**src/sv/mmq_pkg.sv**
```systemverilog
// types, constants and microcode for the midi message transmit queue
// no dependencies

package mmq_pkg;

	localparam int OP_W    = 4;
	localparam int CHAN_W  = 5;
	localparam int NUM_W   = 8;
	localparam int VAL_W   = 14;
	localparam int BYTE_W  = 8;
	localparam int CNTR_W  = 3;
	localparam int FILL_W  = 7;
	localparam int NIB_W   = 4;
	localparam int STEP_W  = 5;

	localparam logic [OP_W-1:0] OP_NOTE_ON    = 4'd0;
	localparam logic [OP_W-1:0] OP_NOTE_OFF   = 4'd1;
	localparam logic [OP_W-1:0] OP_AFTERTOUCH = 4'd2;
	localparam logic [OP_W-1:0] OP_BEND       = 4'd3;
	localparam logic [OP_W-1:0] OP_CONTROL    = 4'd4;
	localparam logic [OP_W-1:0] OP_PROGRAM    = 4'd5;
	localparam logic [OP_W-1:0] OP_RX_MODE    = 4'd6;
	localparam logic [OP_W-1:0] OP_SOUND_OFF  = 4'd7;
	localparam logic [OP_W-1:0] OP_RESET_CTRL = 4'd8;
	localparam logic [OP_W-1:0] OP_TICK       = 4'd9;

	localparam logic [BYTE_W-1:0] MSG_NOTE_ON    = 8'h90;
	localparam logic [BYTE_W-1:0] MSG_NOTE_OFF   = 8'h80;
	localparam logic [BYTE_W-1:0] MSG_AFTERTOUCH = 8'hD0;
	localparam logic [BYTE_W-1:0] MSG_BEND       = 8'hE0;
	localparam logic [BYTE_W-1:0] MSG_CONTROL    = 8'hB0;
	localparam logic [BYTE_W-1:0] MSG_PROGRAM    = 8'hC0;
	localparam logic [BYTE_W-1:0] DATA_MASK      = 8'h7F;

	localparam logic [BYTE_W-1:0] CC_SOUND_OFF  = 8'd120;
	localparam logic [BYTE_W-1:0] CC_RESET_CTRL = 8'd121;
	localparam logic [BYTE_W-1:0] CC_OMNI_OFF   = 8'd124;
	localparam logic [BYTE_W-1:0] CC_OMNI_ON    = 8'd125;
	localparam logic [BYTE_W-1:0] CC_MONO       = 8'd126;
	localparam logic [BYTE_W-1:0] CC_POLY       = 8'd127;
	localparam logic [BYTE_W-1:0] BYTE_ZERO     = 8'd0;
	localparam logic [BYTE_W-1:0] BYTE_ONE      = 8'd1;

	localparam logic [NUM_W-1:0] RX_MODE_1 = 8'd1;
	localparam logic [NUM_W-1:0] RX_MODE_2 = 8'd2;
	localparam logic [NUM_W-1:0] RX_MODE_3 = 8'd3;

	// program entry points and jump targets
	localparam logic [STEP_W-1:0] STEP_NOTE_ON    = 5'd0;
	localparam logic [STEP_W-1:0] STEP_NOTE_OFF   = 5'd3;
	localparam logic [STEP_W-1:0] STEP_ZERO_FIN   = 5'd5;
	localparam logic [STEP_W-1:0] STEP_AFTERTOUCH = 5'd6;
	localparam logic [STEP_W-1:0] STEP_BEND       = 5'd8;
	localparam logic [STEP_W-1:0] STEP_CONTROL    = 5'd11;
	localparam logic [STEP_W-1:0] STEP_PROGRAM    = 5'd14;
	localparam logic [STEP_W-1:0] STEP_RX_MODE    = 5'd16;
	localparam logic [STEP_W-1:0] STEP_RX_OMNI_ON = 5'd18;
	localparam logic [STEP_W-1:0] STEP_RX_ZERO    = 5'd19;
	localparam logic [STEP_W-1:0] STEP_RX_POLY    = 5'd23;
	localparam logic [STEP_W-1:0] STEP_SOUND_OFF  = 5'd25;
	localparam logic [STEP_W-1:0] STEP_RESET_CTRL = 5'd27;
	localparam logic [STEP_W-1:0] STEP_TICK       = 5'd29;
	localparam logic [STEP_W-1:0] STEP_NOP        = 5'd31;
	localparam logic [STEP_W-1:0] STEP_NONE       = 5'd0;

	typedef enum logic [1:0] {
		UOP_NOP  = 2'd0,
		UOP_PUSH = 2'd1,
		UOP_POP  = 2'd2,
		UOP_TAKE = 2'd3
	} uop_t;

	typedef enum logic [2:0] {
		SRC_STATUS = 3'd0,
		SRC_NUM    = 3'd1,
		SRC_VAL_LO = 3'd2,
		SRC_VAL_HI = 3'd3,
		SRC_CONST  = 3'd4
	} src_t;

	typedef enum logic [1:0] {
		COND_NONE   = 2'd0,
		COND_ALWAYS = 2'd1,
		COND_OMNI   = 2'd2,
		COND_POLY   = 2'd3
	} cond_t;

	typedef struct packed {
		uop_t              uop;
		src_t              src;
		logic [BYTE_W-1:0] imm;
		cond_t             cond;
		logic [STEP_W-1:0] target;
		logic              fin;
	} ucode_t;

	typedef struct packed {
		logic   idle;
		logic   exec;
		logic   load;
		ucode_t uw;
	} seq_ctrl_t;

	function automatic ucode_t ucode(input logic [STEP_W-1:0] addr);
		ucode_t u;
		case (addr)
			5'd0:  u = '{UOP_PUSH, SRC_STATUS, MSG_NOTE_ON, COND_NONE, STEP_NONE, 1'b0};
			5'd1:  u = '{UOP_PUSH, SRC_NUM, BYTE_ZERO, COND_NONE, STEP_NONE, 1'b0};
			5'd2:  u = '{UOP_PUSH, SRC_VAL_LO, BYTE_ZERO, COND_NONE, STEP_NONE, 1'b1};
			5'd3:  u = '{UOP_PUSH, SRC_STATUS, MSG_NOTE_OFF, COND_NONE, STEP_NONE, 1'b0};
			5'd4:  u = '{UOP_PUSH, SRC_NUM, BYTE_ZERO, COND_NONE, STEP_NONE, 1'b0};
			5'd5:  u = '{UOP_PUSH, SRC_CONST, BYTE_ZERO, COND_NONE, STEP_NONE, 1'b1};
			5'd6:  u = '{UOP_PUSH, SRC_STATUS, MSG_AFTERTOUCH, COND_NONE, STEP_NONE, 1'b0};
			5'd7:  u = '{UOP_PUSH, SRC_NUM, BYTE_ZERO, COND_NONE, STEP_NONE, 1'b1};
			5'd8:  u = '{UOP_PUSH, SRC_STATUS, MSG_BEND, COND_NONE, STEP_NONE, 1'b0};
			5'd9:  u = '{UOP_PUSH, SRC_VAL_LO, BYTE_ZERO, COND_NONE, STEP_NONE, 1'b0};
			5'd10: u = '{UOP_PUSH, SRC_VAL_HI, BYTE_ZERO, COND_NONE, STEP_NONE, 1'b1};
			5'd11: u = '{UOP_PUSH, SRC_STATUS, MSG_CONTROL, COND_NONE, STEP_NONE, 1'b0};
			5'd12: u = '{UOP_PUSH, SRC_NUM, BYTE_ZERO, COND_NONE, STEP_NONE, 1'b0};
			5'd13: u = '{UOP_PUSH, SRC_VAL_LO, BYTE_ZERO, COND_NONE, STEP_NONE, 1'b1};
			5'd14: u = '{UOP_PUSH, SRC_STATUS, MSG_PROGRAM, COND_NONE, STEP_NONE, 1'b0};
			5'd15: u = '{UOP_PUSH, SRC_NUM, BYTE_ZERO, COND_NONE, STEP_NONE, 1'b1};
			5'd16: u = '{UOP_PUSH, SRC_STATUS, MSG_CONTROL, COND_OMNI, STEP_RX_OMNI_ON, 1'b0};
			5'd17: u = '{UOP_PUSH, SRC_CONST, CC_OMNI_OFF, COND_ALWAYS, STEP_RX_ZERO, 1'b0};
			5'd18: u = '{UOP_PUSH, SRC_CONST, CC_OMNI_ON, COND_NONE, STEP_NONE, 1'b0};
			5'd19: u = '{UOP_PUSH, SRC_CONST, BYTE_ZERO, COND_NONE, STEP_NONE, 1'b0};
			5'd20: u = '{UOP_PUSH, SRC_STATUS, MSG_CONTROL, COND_POLY, STEP_RX_POLY, 1'b0};
			5'd21: u = '{UOP_PUSH, SRC_CONST, CC_MONO, COND_NONE, STEP_NONE, 1'b0};
			5'd22: u = '{UOP_PUSH, SRC_CONST, BYTE_ONE, COND_NONE, STEP_NONE, 1'b1};
			5'd23: u = '{UOP_PUSH, SRC_CONST, CC_POLY, COND_NONE, STEP_NONE, 1'b0};
			5'd24: u = '{UOP_PUSH, SRC_CONST, BYTE_ZERO, COND_NONE, STEP_NONE, 1'b1};
			5'd25: u = '{UOP_PUSH, SRC_STATUS, MSG_CONTROL, COND_NONE, STEP_NONE, 1'b0};
			5'd26: u = '{UOP_PUSH, SRC_CONST, CC_SOUND_OFF, COND_ALWAYS, STEP_ZERO_FIN, 1'b0};
			5'd27: u = '{UOP_PUSH, SRC_STATUS, MSG_CONTROL, COND_NONE, STEP_NONE, 1'b0};
			5'd28: u = '{UOP_PUSH, SRC_CONST, CC_RESET_CTRL, COND_ALWAYS, STEP_ZERO_FIN, 1'b0};
			5'd29: u = '{UOP_POP, SRC_CONST, BYTE_ZERO, COND_NONE, STEP_NONE, 1'b0};
			5'd30: u = '{UOP_TAKE, SRC_CONST, BYTE_ZERO, COND_NONE, STEP_NONE, 1'b1};
			default: u = '{UOP_NOP, SRC_CONST, BYTE_ZERO, COND_NONE, STEP_NONE, 1'b1};
		endcase
		return u;
	endfunction

	function automatic logic [STEP_W-1:0] entry_step(input logic [OP_W-1:0] op);
		logic [STEP_W-1:0] s;
		case (op)
			OP_NOTE_ON:    s = STEP_NOTE_ON;
			OP_NOTE_OFF:   s = STEP_NOTE_OFF;
			OP_AFTERTOUCH: s = STEP_AFTERTOUCH;
			OP_BEND:       s = STEP_BEND;
			OP_CONTROL:    s = STEP_CONTROL;
			OP_PROGRAM:    s = STEP_PROGRAM;
			OP_RX_MODE:    s = STEP_RX_MODE;
			OP_SOUND_OFF:  s = STEP_SOUND_OFF;
			OP_RESET_CTRL: s = STEP_RESET_CTRL;
			OP_TICK:       s = STEP_TICK;
			default:       s = STEP_NOP;
		endcase
		return s;
	endfunction

endpackage

```
**src/sv/mmq_seq.sv**
```systemverilog
// microcode sequencer: step counter, control store lookup and conditional jumps
// depends on mmq_pkg

module mmq_seq import mmq_pkg::*; (
	input  logic            clk,
	input  logic            arst_n,
	input  logic            start,
	input  logic [OP_W-1:0] op,
	input  logic            omni,
	input  logic            poly,
	input  logic            out_free,
	output seq_ctrl_t       ctrl
);

	typedef enum logic [2:0] {
		ST_IDLE = 3'b001,
		ST_RUN  = 3'b010,
		ST_POST = 3'b100
	} state_t;

	state_t            state_q;
	logic [STEP_W-1:0] step_q;
	ucode_t            uw;
	logic              jump;

	assign uw = ucode(step_q);

	always_comb begin
		case (uw.cond)
			COND_ALWAYS: jump = 1'b1;
			COND_OMNI:   jump = omni;
			COND_POLY:   jump = poly;
			default:     jump = 1'b0;
		endcase
	end

	assign ctrl.idle = (state_q == ST_IDLE);
	assign ctrl.exec = (state_q == ST_RUN);
	assign ctrl.load = (state_q == ST_POST) && out_free;
	assign ctrl.uw   = uw;

	always_ff @(posedge clk or negedge arst_n) begin
		if (!arst_n) begin
			state_q <= ST_IDLE;
			step_q  <= STEP_NOP;
		end else begin
			case (state_q)
				ST_IDLE: begin
					if (start) begin
						step_q  <= entry_step(op);
						state_q <= ST_RUN;
					end
				end
				ST_RUN: begin
					if (uw.fin) begin
						state_q <= ST_POST;
					end else if (jump) begin
						step_q <= uw.target;
					end else begin
						step_q <= step_q + STEP_W'(1);
					end
				end
				ST_POST: begin
					if (out_free) begin
						state_q <= ST_IDLE;
					end
				end
				default: begin
					state_q <= ST_IDLE;
				end
			endcase
		end
	end

	assert property (@(posedge clk) disable iff (!arst_n)
		(state_q == ST_IDLE) && start |=> (state_q == ST_RUN))
		else $error("sequencer did not start on accepted transaction");

	assert property (@(posedge clk) disable iff (!arst_n)
		(state_q == ST_RUN) && uw.fin |=> (state_q == ST_POST))
		else $error("sequencer missed end of program");

	assert property (@(posedge clk) disable iff (!arst_n)
		(state_q == ST_RUN) && !uw.fin && (uw.cond == COND_ALWAYS) |=> (step_q == $past(uw.target)))
		else $error("unconditional jump not taken");

endmodule

```
**config.mk**
```make
export PLATFORM = sky130hd
export DESIGN_NAME = mmq_seq
export DESIGN_NICKNAME = d
export VERILOG_FILES = /design/src/sv/mmq_pkg.sv /design/src/sv/mmq_seq.sv
export SDC_FILE = /design/constraint.sdc
export NUM_CORES = 1
export LEC_CHECK = 0
export ABC_AREA = 0
export BUFFER_PORTS_ARGS = -buffer_cell sky130_fd_sc_hd__clkbuf_2
export CORE_ASPECT_RATIO = 0.5
export CORE_MARGIN = 5
export CORE_UTILIZATION = 40
export DETAILED_ROUTE_END_ITERATION = 10
export GPL_ROUTABILITY_DRIVEN = 0
export GPL_TIMING_DRIVEN = 0
export PLACE_DENSITY_LB_ADDON = 0.05
export SLEW_MARGIN = 20
export SYNTH_ARGS = -nofsm -noshare
export SYNTH_HDL_FRONTEND = slang
export SYNTH_SLANG_ARGS = --single-unit
```
**constraint.sdc**
```tcl
create_clock -name clk -period 6.5 [get_ports clk]
set_input_delay 0.65 -clock clk [delete_from_list [all_inputs] [get_ports clk]]
set_output_delay 0.65 -clock clk [all_outputs]
set_load 0.02 [all_outputs]
```
==> flow_summary.toml, run 1 <==
[run_status]
outcome = "finished, final reports clean"

[clock_network]
cts-root-buf = "clkbuf_8"
numCtsBuffers = 3
cts_max_level = 1
postCtsSetupRepairBufs = 0
clk_path_buf_depth = 2
hold_buffers = 0
insertion_delay_ps = 220
tritoncts = "built"
clkSinkCount = 8
path_clk_slew_ps = 40
cts_resized = 0

[logic_synthesis]
synthTopCellsByArea = "dfstp_2 (13%), ha_1 (11%), mux2i_1 (5.6%), a21oi_1 (4.8%), nor2_1 (4.8%)"
syn_area_um2 = 1250
yosys.area.top_type_share_pct = 12.6
synth_edf_count = 0
synth_top_cell_by_area = "dfstp_2"
yosysWarnings = 0
synth-main-ff-cell = "dfstp_2"
async_flop_share_pct = 100
synthSimpleGateAreaFrac_pct = 25.3
synth_top_family_by_area = "simple AND/OR/NAND/NOR gates"
syn_area_per_cell_um2 = 7.58
synth_seq_area_share_pct = 16.6
synthAdderAreaFrac_pct = 11.0
ys_types = 54
synth_cells = 165
synth_xor_area_share_pct = 1.40
synth-seq-cells = 8
synth.area.mux_share_pct = 9.51
syn_nets = 186
synth_compound_gate_area_share_pct = 24.6

[global_routing]
grt_util_all_layers_pct = 15.3
grt_antenna_before_repair = 0
grt_max_degree = 12
grt_pass1_vias = 1150
grt_pass1_wl_mm = 5.49
gr-total-overflow = 0

[flow_run]
maxCapViolations = 0

[timing]
finalCritPeriodShare_pct = 48.2
hold_ws_ps = 268
skew_ps = 2.19
setup_tns_ps = 0
slew_violations = 0
worst_slew_pin_slew_ps = 704
finalSetupViolCount = 0
max_freq_ghz = 0.319
rsz0062_at_grt = "no"
hold_viol = 0
finalCriticalPeriod_ps = 3130
max_slew_margin_pct = 51.8

[die]
num_rows = 14
initial_core_util_pct = 41.7
fp.dieW_um = 89.1
chipHeight_um = 49.5
die_area_um2 = 4410
core-area_um2 = 3000
io_pins = 34

[critical_path]
start_kind = "flip-flop"
cp_slowest_cell = "dfstp_2"
crit_required_ps = 5850
path_buf_inv = 5
cp_max_fo = 11
crit_type = "reg2out"
cp_top_family = "buffers and inverters"
cp-end-kind = "output port"
slowest_delay_ps = 660
crit_arrival_ps = 2480
worstPathCellList = "inv_1 -> ha_1 -> buf_6 -> and2_1 -> o311a_1 -> clkbuf_1 -> buf_4 -> clkbuf_2"

[power]
p_switching_uw = 462
combPwrFrac_pct = 78.4
ir_worst_vdd_mv = 0.223
seqPwrFrac_pct = 15.0
swShare_pct = 55.2
cellLeakagePower_nw = 0.698
p_per_area_nw_per_um2 = 559
p_clk_share_pct = 6.7
internal_power_uw = 375

[routing]
drt_wl_total_mm = 3.39
vias = 1281
drtIter0Drc = 65
post_drt_wl_per_cell_um = 14.2
drcViolationCount = 0
ant_nets = 0
first_pass_iters = 4
vias_per_cell = 5.36

[placed_design]
port_buffers = 31
dp_hpwl_mm = 2.61

[final_layout]
nFillCells = 324
n_antenna_cell = 0
syn2layout_area_growth_pct = 19.7
drive_above_1_share_pct = 26.1
fin_nets = 222

[min_path]
min_path_type = "in2async"
[metal layers]
layer  vias up  global-route usage [%]  routed length (µm)
met5         -                       0                   0
met4         0                    2.72                  23
met3         3                    2.66                 252
met2        47                    22.4                1350
met1       572                    23.4                1760
li1        659                       -                   -
[worst reg2reg max path: cells and delay by family (launching register included)]
kind	cells	cell delay (ps)
multiplexers	2	780
AO/OA/AOI/OAI	2	480
flip-flops	1	660
buffers and inverters	3	460
adder cells (fa/ha/maj)	1	240
[per-stage QoR]
step,area [µm²],setup WS [ps],instances,power [mW],utilization (%)
2_1_floorplan,1250,3840,165,0.603,-
3_3_place_gp,1460,3630,236,0.779,48.6
3_5_place_dp,1460,3610,236,0.781,48.6
4_1_cts,1500,3380,239,0.841,50.0
5_1_grt,1500,3240,239,0.913,50.0
6_report,1500,3370,239,0.837,50.0
[synthesized netlist by cell type (6+ instances only)]
| master | count |
|---|---|
| inv_1 | 10 |
| a21oi_1 | 12 |
| nor2_1 | 16 |
| nor3_1 | 7 |
| dfstp_2 | 6 |
| o21ai_0 | 8 |
| ha_1 | 11 |
| mux2i_1 | 7 |
| nand2_1 | 11 |
| clkbuf_1 | 12 |
[final timing paths]
| kind | start | to | slack (ps) | cells after the start |
|---|---|---|---|---|
| max | step_q[0]$_DFFE_PN1P_ | ctrl[6] | 3370 | 8 |
| min | arst_n | state_q[2]$_DFFE_PN0P_ | 270 | 1 |
| max reg2reg | step_q[0]$_DFFE_PN1P_ | step_q[3]$_DFFE_PN1P_ | 3790 | 8 |
| min reg2reg | state_q[0]$_DFFE_PN1P_ | state_q[2]$_DFFE_PN0P_ | 550 | 1 |
| max in group asynchronous | arst_n | step_q[1]$_DFFE_PN1P_ | 5990 | 1 |
| min in group clk | state_q[0]$_DFFE_PN1P_ | state_q[2]$_DFFE_PN0P_ | 550 | 1 |
[cell type report]
class	count	area, µm²	share of cell area [%]
multi-input cells	128	902	60.3
well taps	40	50.0	3.34
flip-flops and latches	8	208	13.9
clock buffers	3	41.3	2.76
plain buffers	18	93.8	6.27
inverters	11	46.3	3.09
repair buffers	31	155	10.4
[layout by cell type (no fill, tap or decap), types with 2 or more instances in the layout]
| master | Yosys | layout |
|---|---|---|
| a21oi_1 | 12 | 12 |
| nor3b_1 | 2 | 2 |
| a22o_1 | 2 | 2 |
| clkbuf_2 | 0 | 31 |
| mux2i_1 | 7 | 7 |
| a211oi_1 | 2 | 2 |
| buf_4 | 3 | 3 |
| buf_6 | 2 | 2 |
| nand3_1 | 2 | 2 |
| clkbuf_8 | 0 | 3 |
| clkbuf_1 | 12 | 12 |
| and2_1 | 2 | 2 |
| nand2b_1 | 3 | 3 |
| dfstp_2 | 6 | 6 |
| a31oi_1 | 3 | 3 |
| nand3b_1 | 3 | 3 |
| o311a_1 | 2 | 2 |
| nor3_1 | 7 | 7 |
| o31ai_2 | 2 | 2 |
| o211ai_1 | 3 | 3 |
| inv_1 | 10 | 10 |
| nor2b_1 | 3 | 3 |
| nand2_1 | 11 | 11 |
| nor2_1 | 16 | 16 |
| dfrtp_1 | 2 | 2 |
| o21ai_0 | 8 | 8 |
| ha_1 | 11 | 11 |
[cells by family (layout without fill, tap and decap cells)]
kind of cell             Yosys count  in the layout
XOR/XNOR                           2              2
flip-flops                         8              8
AO/OA/AOI/OAI                     45             45
buffers and inverters             29             63
other                              1              1
adder cells (fa/ha/maj)           11             11
multiplexers                      10             10
AND/OR/NAND/NOR                   59             59
[power groups by stage]
stage | Clock (mW) | Combinational [mW] | Sequential [mW]
floorplan | 0 | 0.492 | 0.111
global placement | 0 | 0.654 | 0.125
detailed placement | 0 | 0.655 | 0.125
CTS | 0.0584 | 0.657 | 0.125
global route | 0.0634 | 0.720 | 0.130
finish | 0.0560 | 0.656 | 0.125
[flip-flops by register name (all words and copies together), names as in the netlist]
| signal | flops |
|---|---|
| step_q | 5 |
| state_q | 3 |
Power figures use the tool's default switching activity.
==> run 2, diff against run 1 <==
- clock period: 6.5 -> 2.85 ns (I/O delays scaled with it)
==> run 2 against run 1 <==
Effect of this change:
- via count is 0.39% higher
- flip-flop and latch count unchanged
- largest power group unchanged
- non-clock buffer count rose by 5
- routed wire length about the same
- final area up 3.1%
==> flow_summary.toml, run 2 (synthesized netlist as in run 1, its figures left out) <==
[critical_path]
cp_slowest_cell = "dfstp_2"
worstReg2RegEnd = "step_q[3]$_DFFE_PN1P_"
cp_max_fo = 10
crit_type = "reg2reg"
start_kind = "flip-flop"
regToRegStartpoint = "step_q[0]$_DFFE_PN1P_"
worstPathCellList = "clkinvlp_4 -> ha_1 -> buf_6 -> mux2_4 -> mux4_2 -> a21bo_1 -> buf_6 -> o31ai_2"
cp-end-kind = "flip-flop"
crit_required_ps = 2980
crit_top_cell = "buf_6"
r2r_cells = 8
reg2reg_slack_ps = 160
crit_arrival_ps = 2820
slowest_delay_ps = 680

[timing]
worst_slew_pin_slew_ps = 670
finalSetupViolCount = 0
max_freq_ghz = 0.371
rsz0062_at_grt = "no"
hold_viol = 0
hold_ws_ps = 336
slew_violations = 0
finalCriticalPeriod_ps = 2690
finalCritPeriodShare_pct = 94.5
setup_tns_ps = 0
max_slew_margin_pct = 54.1
skew_ps = 2.32

[routing]
first_pass_iters = 4
drt_wl_total_mm = 3.39
post_drt_wl_per_cell_um = 13.9
vias_per_cell = 5.27
drcViolationCount = 0
drtIter0Drc = 60
ant_nets = 0
vias = 1286

[final_layout]
fin_nets = 227
drive_above_1_share_pct = 28.9
reg_top3 = "step_q x5, state_q x3"
n_antenna_cell = 0
final_cell_mix = "clkbuf_2 (33), nor2_1 (16), a21oi_1 (12)"
nFillCells = 318
top_register = "step_q"
syn2layout_area_growth_pct = 23.4
final_common_cell = "clkbuf_2"
largest_reg_flops = 5

[run_status]
outcome = "finished, final reports clean"

[global_routing]
grt_pass1_wl_mm = 5.50
grt_max_degree = 12
grt_util_all_layers_pct = 15.3
gr-total-overflow = 0
grt_antenna_before_repair = 0
grt_pass1_vias = 1153

[power]
cellLeakagePower_nw = 0.721
p_per_area_nw_per_um2 = 1270
ir_worst_vdd_mv = 0.520

[clock_network]
insertion_delay_ps = 220
clkSinkCount = 8
path_clk_slew_ps = 40
numCtsBuffers = 3
cts-root-buf = "clkbuf_8"
clk_path_buf_depth = 2
tritoncts = "built"
cts_max_level = 1

[die]
core-area_um2 = 3000
io_pins = 34
chipHeight_um = 49.5
initial_core_util_pct = 41.7
fp.dieW_um = 89.1
die_area_um2 = 4410
num_rows = 14

[placed_design]
port_buffers = 31
dp_hpwl_mm = 2.61

[min_path]
min_to = "state_q[0]$_DFFE_PN1P_"
whs_path_depth = 3
min_path_type = "in2reg"
min_from = "out_free"

[flow_run]
maxCapViolations = 0
==> run 2: power by group <==
| part | internal [mW] | leakage [nW] | switching (mW) |
|---|---|---|---|
| combinational | 0.597 | 0.610 | 0.941 |
| clock | 0.0908 | 0.0216 | 0.0369 |
| sequential | 0.199 | 0.0897 | 0.0903 |
| total | 0.887 | 0.721 | 1.07 |
==> run 2: what timing repair did <==
action                                 in CTS  in global routing
hold buffers                                1                  0
resized for setup                           0                  4
endpoints found under the hold margin       2                  0
setup endpoints to repair                   0                  3
buffers inserted                            0                  4
==> run 2: worst max-delay path: cells and delay by family, from the launching register on <==
kind | cells | cell delay (ps)
mux | 2 | 790
flops | 1 | 680
compound gates | 2 | 470
buf+inv | 3 | 440
fa+ha+maj | 1 | 220
==> run 2: final cells by class <==
class | instances | area, µm² | share of cell area, %
plain buffers | 18 | 96.3 | 6.24
repair buffers | 36 | 195 | 12.7
flip-flops and latches | 8 | 208 | 13.5
multi-input cells | 128 | 902 | 58.5
inverters | 11 | 50.0 | 3.24
well taps | 40 | 50.0 | 3.24
clock buffers | 3 | 41.3 | 2.68
==> run 2: worst max path at each step <==
stage	startpoint	end	slack, ps
floorplan	step_q[0]$_DFFE_PN1P_	step_q[0]$_DFFE_PN1P_	360
global placement	step_q[0]$_DFFE_PN1P_	step_q[0]$_DFFE_PN1P_	150
detailed placement	step_q[0]$_DFFE_PN1P_	step_q[0]$_DFFE_PN1P_	140
CTS	step_q[0]$_DFFE_PN1P_	ctrl[6]	90
global route	step_q[0]$_DFFE_PN1P_	ctrl[14]	10
finish	step_q[0]$_DFFE_PN1P_	step_q[3]$_DFFE_PN1P_	160
==> run 2: through the flow <==
step	cell area (µm²)	util, %	setup WS [ps]	power (mW)	std cells
after floorplan	1250	-	355	1.38	165
after detailed placement	1460	48.6	143	1.78	236
after global routing	1540	51.5	10.0	2.12	244
final	1540	51.5	156	1.95	244
after global placement	1460	48.6	148	1.78	236
after CTS	1510	50.3	90.7	1.92	240
==> run 2: per-layer routing <==
layer | routed length [µm] | share of wire [%] | vias up | global-route usage (%)
met5 | 0 | 0 | - | 0
met4 | 25 | 0.74 | 0 | 2.72
met3 | 306 | 9.0 | 3 | 2.66
met2 | 1350 | 40 | 47 | 22.4
met1 | 1710 | 50 | 571 | 23.5
li1 | - | - | 665 | -
==> run 3, diff against run 2 <==
- CORE_ASPECT_RATIO: 0.5 -> 0.9
==> run 3 against run 2 <==
Effect of this change:
- critical path depth stayed put
- final cell count is 0.82% lower
- non-clock buffer count is 4 lower
- largest cell class unchanged
- largest power group unchanged
- highest routed layer unchanged
==> flow_summary.toml, run 3 (synthesized netlist as in run 1, its figures left out) <==
[final_layout]
fin_nets = 223
final_util_pct = 49.5
largest_reg_flops = 5
top_register = "step_q"
syn2layout_area_growth_pct = 19.5
final_cells = 242
final_common_cell = "clkbuf_2"
nFillCells = 321
final_area_um2 = 1490
n_antenna_cell = 0
multiInputGateArea_um2 = 902
regArea_um2 = 208
drive_above_1_share_pct = 27.5
reg_top3 = "step_q x5, state_q x3"
final_cell_mix = "clkbuf_2 (34), nor2_1 (16), a21oi_1 (12)"

[timing]
worst_slew_pin_slew_ps = 647
finalSetupViolCount = 0
rsz0062_at_grt = "no"
slew_violations = 0
skew_ps = 2.49
setup_tns_ps = 0
hold_viol = 0
max_freq_ghz = 0.368
finalCriticalPeriod_ps = 2720
max_slew_margin_pct = 55.7
postLayoutSetupSlackWorst_ps = 130
finalCritPeriodShare_pct = 95.5

[critical_path]
crit_arrival_ps = 2440
crit_type = "reg2out"
crit_required_ps = 2570
cp-end-kind = "output port"
cp_top_family = "buffers and inverters"
cp_max_fo = 11
slowest_delay_ps = 640
start_kind = "flip-flop"
path_buf_inv = 5
critPathLaunch = "step_q[0]$_DFFE_PN1P_"
regToRegStartpoint = "step_q[0]$_DFFE_PN1P_"
worstPathCellList = "inv_1 -> ha_1 -> buf_6 -> and2_1 -> o311a_1 -> clkbuf_1 -> buf_4 -> clkbuf_2"
cp_slowest_cell = "dfstp_2"

[global_routing]
grt_pass1_vias = 1186
grt_antenna_before_repair = 0
grt_max_degree = 12
gr-total-overflow = 0
grt_pass1_wl_mm = 5.66
grt_util_all_layers_pct = 16.3

[placed_design]
place_area_um2 = 1460
placed_cells = 238
dpl_worst_slack_ps = 205
dp_hpwl_mm = 2.59
port_buffers = 31

[clock_network]
path_clk_slew_ps = 50
tritoncts = "built"
clk_path_buf_depth = 2
cts_max_level = 1
numCtsBuffers = 3
insertion_delay_ps = 250
clkSinkCount = 8
cts-root-buf = "clkbuf_4"

[die]
initial_core_util_pct = 41.4
core-area_um2 = 3020
fp.dieW_um = 68.9
num_rows = 19
chipHeight_um = 63.0
die_area_um2 = 4340
io_pins = 34

[routing]
vias_per_cell = 5.37
post_drt_wl_per_cell_um = 13.7
first_pass_iters = 5
drtIter0Drc = 79
ant_nets = 0
drcViolationCount = 0
drt_wl_total_mm = 3.32
vias = 1299

[min_path]
min_from = "out_free"
min_path_type = "in2reg"

[power]
p_per_area_nw_per_um2 = 1250
cellLeakagePower_nw = 0.703
ir_worst_vdd_mv = 0.415

[flow_run]
maxCapViolations = 0

[run_status]
outcome = "finished, final reports clean"
## run 3: stage by stage
stage	hold WS (ps)	total power, mW
3_5_place_dp	132	1.77
5_1_grt	311	2.05
3_3_place_gp	129	1.76
4_1_cts	307	1.86
6_report	305	1.87
2_1_floorplan	-10.6	1.38
## run 3: what timing repair did
item / 4_1_cts / 5_1_grt
hold buffers: 1 / 0
setup endpoints to repair: 0 / 7
buffers inserted: 0 / 0
gates resized for setup: 0 / 5
endpoints found under the hold margin: 2 / 0
## run 3: area by class of cell
cell class	instances	share of cell area, %
multi-input combinational	128	60.4
timing repair buffer	32	11.1
buffer	18	6.53
tap	42	3.52
sequential	8	13.9
clock buffer	3	1.51
inverter	11	3.10
## run 3: worst paths after layout
path                       slack (ps)                endpoint  cells past startpoint
setup / recovery                  130                 ctrl[6]                      8
hold / removal                    310  state_q[0]$_DFFE_PN1P_                      3
setup reg to reg                  190   step_q[0]$_DFFE_PN1P_                     10
hold reg to reg                   540  state_q[2]$_DFFE_PN0P_                      1
max in group asynchronous        2210   step_q[3]$_DFFE_PN1P_                      2
min in group asynchronous         400  state_q[2]$_DFFE_PN0P_                      2
## run 3: metal layers
| layer | routed length (µm) | track usage (%) | share of wire (%) |
|---|---|---|---|
| met4 | 17 | 3.89 | 0.51 |
| met2 | 1460 | 21.9 | 44 |
| met3 | 168 | 2.52 | 5.1 |
| met1 | 1680 | 26.3 | 50 |
| met5 | 0 | 0 | 0 |
## run 3: tightest hold or removal path, stage by stage
cell      delay [ps]
clkbuf_2          90
nor4b_1           50
nor2_1            90
## run 3: power breakdown
part	total (mW)	switching [mW]	internal [mW]
sequential	0.282	0.0835	0.198
combinational	1.50	0.934	0.571
clock	0.0820	0.0341	0.0479
total	1.87	1.05	0.817
